$ cat config.mk
export PLATFORM = sky130hd
export DESIGN_NAME = wrs_list_ram
export DESIGN_NICKNAME = d
export VERILOG_FILES = /design/src/design/wrs_pkg.sv /design/src/design/wrs_list_ram.sv
export SDC_FILE = /design/constraint.sdc
export NUM_CORES = 2
export LEC_CHECK = 0
export BUFFER_PORTS_ARGS = -buffer_cell sky130_fd_sc_hd__buf_2
export CORE_MARGIN = 1
export CORE_UTILIZATION = 25
export DETAILED_ROUTE_END_ITERATION = 8
export SETUP_SLACK_MARGIN = 0.1
export SYNTH_ARGS = -nofsm -noshare
export SYNTH_HDL_FRONTEND = slang
export SYNTH_SLANG_ARGS = --single-unit
$ cat constraint.sdc
create_clock -name clk_i -period 2.7 [get_ports clk_i]
set_input_delay 0.405 -clock clk_i [delete_from_list [all_inputs] [get_ports clk_i]]
set_output_delay 0.405 -clock clk_i [all_outputs]
set_load 0.03 [all_outputs]
$ cat src/design/wrs_pkg.sv
// ----------------------------------------------------------------------------
// wrs_pkg
// Shared types and constants of the weighted roulette selector: operation and
// status codes, controller states, the packed table entry and RAM requests.
// ----------------------------------------------------------------------------
package wrs_pkg;

  localparam int unsigned IDX_W   = 8;
  localparam int unsigned W_W     = 24;
  localparam int unsigned DEG_W   = 9;
  localparam int unsigned TOT_W   = 32;
  localparam int unsigned UNI_W   = 16;
  localparam int unsigned CNT_W   = 9;
  localparam int unsigned CFG_IDX_W = 2;

  localparam logic [CFG_IDX_W-1:0] CFG_BASE    = 2'd0;
  localparam logic [CFG_IDX_W-1:0] CFG_CLUSTER = 2'd1;
  localparam logic [CFG_IDX_W-1:0] CFG_COUNT   = 2'd2;

  localparam logic [DEG_W-1:0] DEG_MAX = 9'd511;

  typedef enum logic [2:0] {
    OP_LOAD       = 3'd0,
    OP_ADJUST     = 3'd1,
    OP_PICK       = 3'd2,
    OP_RESTORE    = 3'd3,
    OP_INC_DEGREE = 3'd4
  } wrs_op_e;

  typedef enum logic [1:0] {
    STAT_OK     = 2'd0,
    STAT_EMPTY  = 2'd1,
    STAT_NO_HIT = 2'd2
  } wrs_status_e;

  typedef enum logic [2:0] {
    S_IDLE,
    S_MODIFY,
    S_PICK,
    S_RESTORE,
    S_OUT
  } wrs_state_e;

  typedef struct packed {
    logic                    mark;
    logic [DEG_W-1:0]        degree;
    logic signed [W_W-1:0]   weight;
  } wrs_entry_t;

  typedef struct packed {
    logic             rd_en;
    logic [IDX_W-1:0] rd_addr;
    logic             wr_en;
    logic [IDX_W-1:0] wr_addr;
    wrs_entry_t       wr_data;
  } wrs_entry_req_t;

  typedef struct packed {
    logic             rd_en;
    logic [IDX_W-1:0] rd_addr;
    logic             wr_en;
    logic [IDX_W-1:0] wr_addr;
    logic [IDX_W-1:0] wr_data;
  } wrs_list_req_t;

endpackage

$ cat src/design/wrs_list_ram.sv
// ----------------------------------------------------------------------------
// wrs_list_ram
// Pending restore list: entry numbers in the order they were first adjusted.
// One read and one write port, registered read, no reset.
// ----------------------------------------------------------------------------
module wrs_list_ram #(
  parameter int unsigned DEPTH = 256
) (
  input  logic                          clk_i,
  input  wrs_pkg::wrs_list_req_t        req_i,
  output logic [wrs_pkg::IDX_W-1:0]     rd_data_o
);
  import wrs_pkg::*;

  localparam int unsigned AW = $clog2(DEPTH);

  logic [AW-1:0] mem [DEPTH];
  logic [AW-1:0] rd_q;

  always_ff @(posedge clk_i) begin
    if (req_i.wr_en) begin
      mem[req_i.wr_addr[AW-1:0]] <= req_i.wr_data[AW-1:0];
    end
    if (req_i.rd_en) begin
      rd_q <= mem[req_i.rd_addr[AW-1:0]];
    end
  end

  assign rd_data_o = IDX_W'(rd_q);

endmodule

==> results.toml <==
[outcome]
run_status = "finished clean"

[critical_path]
crit_slowest_cell = "sky130_fd_sc_hd__mux4_2"
critPathBufInv = 5
timing.critical_path.max_delay_family = "buffers and inverters"
setup.worst_path.start_class = "input pin"
path_max_fanout = 26
startpoint_of_the_lowest_slack_register_to_register_path = "mem[136][1]$_DFFE_PP_"
critical_path.most_common_cell = "sky130_fd_sc_hd__buf_12"
cp-end-kind = "flip-flop"
worst_ep_arrival_time_ps = 3120
cp_cell_sequence = "buf_8 -> buf_12 -> buf_12 -> buf_12 -> mux4_2 -> a22oi_1 -> a21oi_1 -> nor4_1 -> buf_4 -> nor4_1"
crit_required_ps = 3280
cp_slowest_stage_delay_ps = 520
crit-reg2reg-capture = "rd_data_o[1]$_DFFE_PP_"
timing.setup.critical_path_class = "in2reg"
reg2reg_setup_slack_ps = 160
worst_r2r_path_depth = 7

[synth]
syn-cell-area_mm2 = 0.0796
synth_cell_types = 54
yosys-top-cells-area = "sky130_fd_sc_hd__edfxtp_1 (78%), sky130_fd_sc_hd__mux4_2 (13%), sky130_fd_sc_hd__mux2i_1 (1.7%)"
post-synth-top-area-cell = "sky130_fd_sc_hd__edfxtp_1"
synth_edf_count = 2056
synth-seq-area-share_pct = 77.5
number_of_warnings_printed_during_yosys_synthesis = 0
synth_top_area_share_pct = 77.5
synth_async_sr_flop_share_pct = 0
syn_avg_cell_area_um2 = 21.3
ys.flop_type = "sky130_fd_sc_hd__edfxtp_1"
postSynthRegisterBits = 2056
synthesis.instances = 3733
synthesis.nets = 3760

[global_routing]
top_usage_layer = "met2"
grt_util_met1_pct = 17.0
grt_pass1_wl_mm = 301
grt_max_degree = 91
grt.met2_usage_pct = 21.3
vias_in_the_first_global_route = 41900
grt_antenna_before_repair = 15
grt_overflow_total = 0
groute.usage.overall_pct = 12.7
met3_usage_pct = 2.13

[run]
maxCapViolations = 0

[power_and_ir_drop]
ir_worst_vdd_mv = 0.704
leakagePower_uw = 0.0307
power_switching_uw = 14400
power_density_relative_to_cell_area_mw_per_mm2 = 692
combinationalPowerShare_pct = 5.6
intPower_uw = 52600
p_sw_share_pct = 21.5
power.share.clock_pct = 41.8
part_of_the_power_in_registers_pct = 52.6

[placed_design]
place.gp.congestion = 0.832
hpwlAfterDp_mm = 136
post-place-cells = 8419
i_o_buffers = 34
detailed_place.area_mm2 = 0.0901

[hold_path]
min_path_cells = 1
timing.hold.worst_endpoint = "mem[50][5]$_DFFE_PP_"
hold_path.startpoint = "req_i[5]"
hold_path_class = "in2reg"

[timing]
timing.final.hold_violations = 0
worst-slew-pin-transition_ps = 807
slew_viol_final = 0
worst_clock_skew_ps = 29.2
setup_violations = 0
final_period_minus_worst_setup_slack_ps = 2540
rsz_0062_raised_after_global_routing = "no"
fin_crit_sh_pct = 94.2
hold_ws_ps = 42.3
max_freq_mhz = 393
max_slew_margin_pct = 46.2

[cts]
htreeDepth = 4
clock_path_buffers = 3
cts_tree = "built"
number_of_buffers_created_by_cts = 205
cts_sinks = 2056
path_clk_slew_ps = 60
clockRootBuffer = "sky130_fd_sc_hd__clkbuf_16"
worstSkewPairLatency_ps = 850

[routing]
drt-initial-drc-count = 4327
wire_per_inst_um = 23.6
ant_nets = 0
drcViolationCount = 0
detailroute.via_count = 41200
firstDrtPassIters = 5
avgViaCountPerCell = 4.67
wl_mm = 208

[final_layout]
n_fill_cell = 30300
final_cell_mix = "sky130_fd_sc_hd__edfxtp_1 (2056), sky130_fd_sc_hd__buf_4 (655), sky130_fd_sc_hd__mux4_2 (454)"
flow.area_growth_from_synthesis_pct = 21.5
finish.cell_count_without_fillers = 8806
layout_commonest_cell = "sky130_fd_sc_hd__edfxtp_1"
fin_area_mm2 = 0.0968
num-nets-final = 4496
post-route-util_pct = 30.6
drive_gt1_share_pct = 32.9

[floorplan]
floorplan.die_area_mm2 = 0.321
num_io_pins = 35
floorplan.initialDensity_pct = 25.2
fp.dieH_um = 566
core_area_mm2 = 0.316
dieWidth_um = 566
row_count = 206
## worst reg2reg max path: stages, from the launching register on
cell                        delay (ps)
sky130_fd_sc_hd__edfxtp_1          400
sky130_fd_sc_hd__mux4_2            530
sky130_fd_sc_hd__mux4_2            490
sky130_fd_sc_hd__nor2_1            130
sky130_fd_sc_hd__a2111oi_1          90
sky130_fd_sc_hd__buf_4             150
sky130_fd_sc_hd__nor3_2            350
sky130_fd_sc_hd__nor4_1            120
## stage by stage
step	setup WS, ps	TNS, ps	total power (µW)
after CTS	189	0	67500
after global routing	116	0	68900
after detailed placement	-1070	-6800	39700
after global placement	-1090	-6840	39600
final	157	0	67000
after floorplan	219	0	37600
## power by group through the flow
stage	clock, µW	sequential [µW]	combinational [µW]
finish	28000	35300	3730
global route	29700	35200	3930
CTS	28500	35300	3760
detailed placement	0	35900	3740
global placement	0	35900	3690
floorplan	0	35900	1710
## routing by layer
| layer | up-vias | share of wire (%) |
|---|---|---|
| met4 | 0 | 2.6 |
| met1 | 22000 | 41 |
| met3 | 294 | 7.1 |
| met2 | 1633 | 49 |
| met5 | - | 0 |
| li1 | 17200 | - |
## worst max path at each step
stage | from | end | depth (start not counted)
2_1_floorplan | req_i[17] | rd_data_o[2]$_DFFE_PP_ | 9
3_3_place_gp | req_i[17] | rd_data_o[4]$_DFFE_PP_ | 9
3_5_place_dp | req_i[17] | rd_data_o[2]$_DFFE_PP_ | 10
4_1_cts | mem[136][1]$_DFFE_PP_ | rd_data_o[1]$_DFFE_PP_ | 7
5_1_grt | mem[83][5]$_DFFE_PP_ | rd_data_o[5]$_DFFE_PP_ | 9
6_report | req_i[17] | rd_data_o[7]$_DFFE_PP_ | 10
## synth_stat cells, types with 2 or more instances
cell,n
sky130_fd_sc_hd__a2111oi_0,2
sky130_fd_sc_hd__a2111oi_1,2
sky130_fd_sc_hd__a211oi_1,16
sky130_fd_sc_hd__a21oi_1,96
sky130_fd_sc_hd__a221oi_1,13
sky130_fd_sc_hd__a22o_1,8
sky130_fd_sc_hd__a22oi_1,133
sky130_fd_sc_hd__a311oi_1,2
sky130_fd_sc_hd__a31oi_1,2
sky130_fd_sc_hd__and2_1,6
sky130_fd_sc_hd__and3b_1,2
sky130_fd_sc_hd__buf_1,22
sky130_fd_sc_hd__buf_12,8
sky130_fd_sc_hd__buf_2,31
sky130_fd_sc_hd__buf_4,27
sky130_fd_sc_hd__buf_6,21
sky130_fd_sc_hd__buf_8,13
sky130_fd_sc_hd__clkbuf_1,111
sky130_fd_sc_hd__edfxtp_1,2056
sky130_fd_sc_hd__mux2i_1,134
sky130_fd_sc_hd__mux4_1,2
sky130_fd_sc_hd__mux4_2,454
sky130_fd_sc_hd__nand2_1,33
sky130_fd_sc_hd__nand2b_1,8
sky130_fd_sc_hd__nand3_1,34
sky130_fd_sc_hd__nand3b_1,2
sky130_fd_sc_hd__nand4_1,10
sky130_fd_sc_hd__nor2_1,282
sky130_fd_sc_hd__nor2b_1,31
sky130_fd_sc_hd__nor3_1,22
sky130_fd_sc_hd__nor4_1,24
sky130_fd_sc_hd__nor4_2,3
sky130_fd_sc_hd__o211ai_1,10
sky130_fd_sc_hd__o21ai_0,10
sky130_fd_sc_hd__o21ai_1,2
sky130_fd_sc_hd__o221ai_1,46
sky130_fd_sc_hd__o22a_1,5
sky130_fd_sc_hd__o22ai_1,28
sky130_fd_sc_hd__o32ai_1,4
sky130_fd_sc_hd__or2_2,4
## state kept, by name, indices dropped and copies added (netlist names)
name	cells
mem	2048
rd_data_o	8
## cells by family (layout without fill, tap and decap cells)
kind of cell | Yosys count | after routing | synth area share [%]
buffers and inverters | 235 | 1143 | 1.83
muxes | 591 | 591 | 14.6
DFF | 2056 | 2056 | 77.5
other | 0 | 5 | 0
and+or+nand+nor | 466 | 466 | 2.63
AOI/OAI and AO/OA | 385 | 385 | 3.42
## what timing repair did
action,in CTS,in global routing
pin swaps,0,1
buffers inserted,0,0
endpoints found under the setup margin,6,2
resized for setup,8,2
hold buffers,3,0
hold endpoints to repair,98,0
## final cells by class
type / instances / area, µm² / share of cell area (%)
diodes: 5 / 12.5 / 0.0129
well taps: 4160 / 5200 / 5.38
multi-input cells: 1442 / 16500 / 17.1
inverters: 2 / 7.51 / 0.00776
clock inverters: 122 / 1260 / 1.30
clock buffers: 257 / 5370 / 5.55
flip-flops and latches: 2056 / 61700 / 63.8
repair buffers: 762 / 6650 / 6.87
No activity file was read; power rests on OpenSTA's default activity.
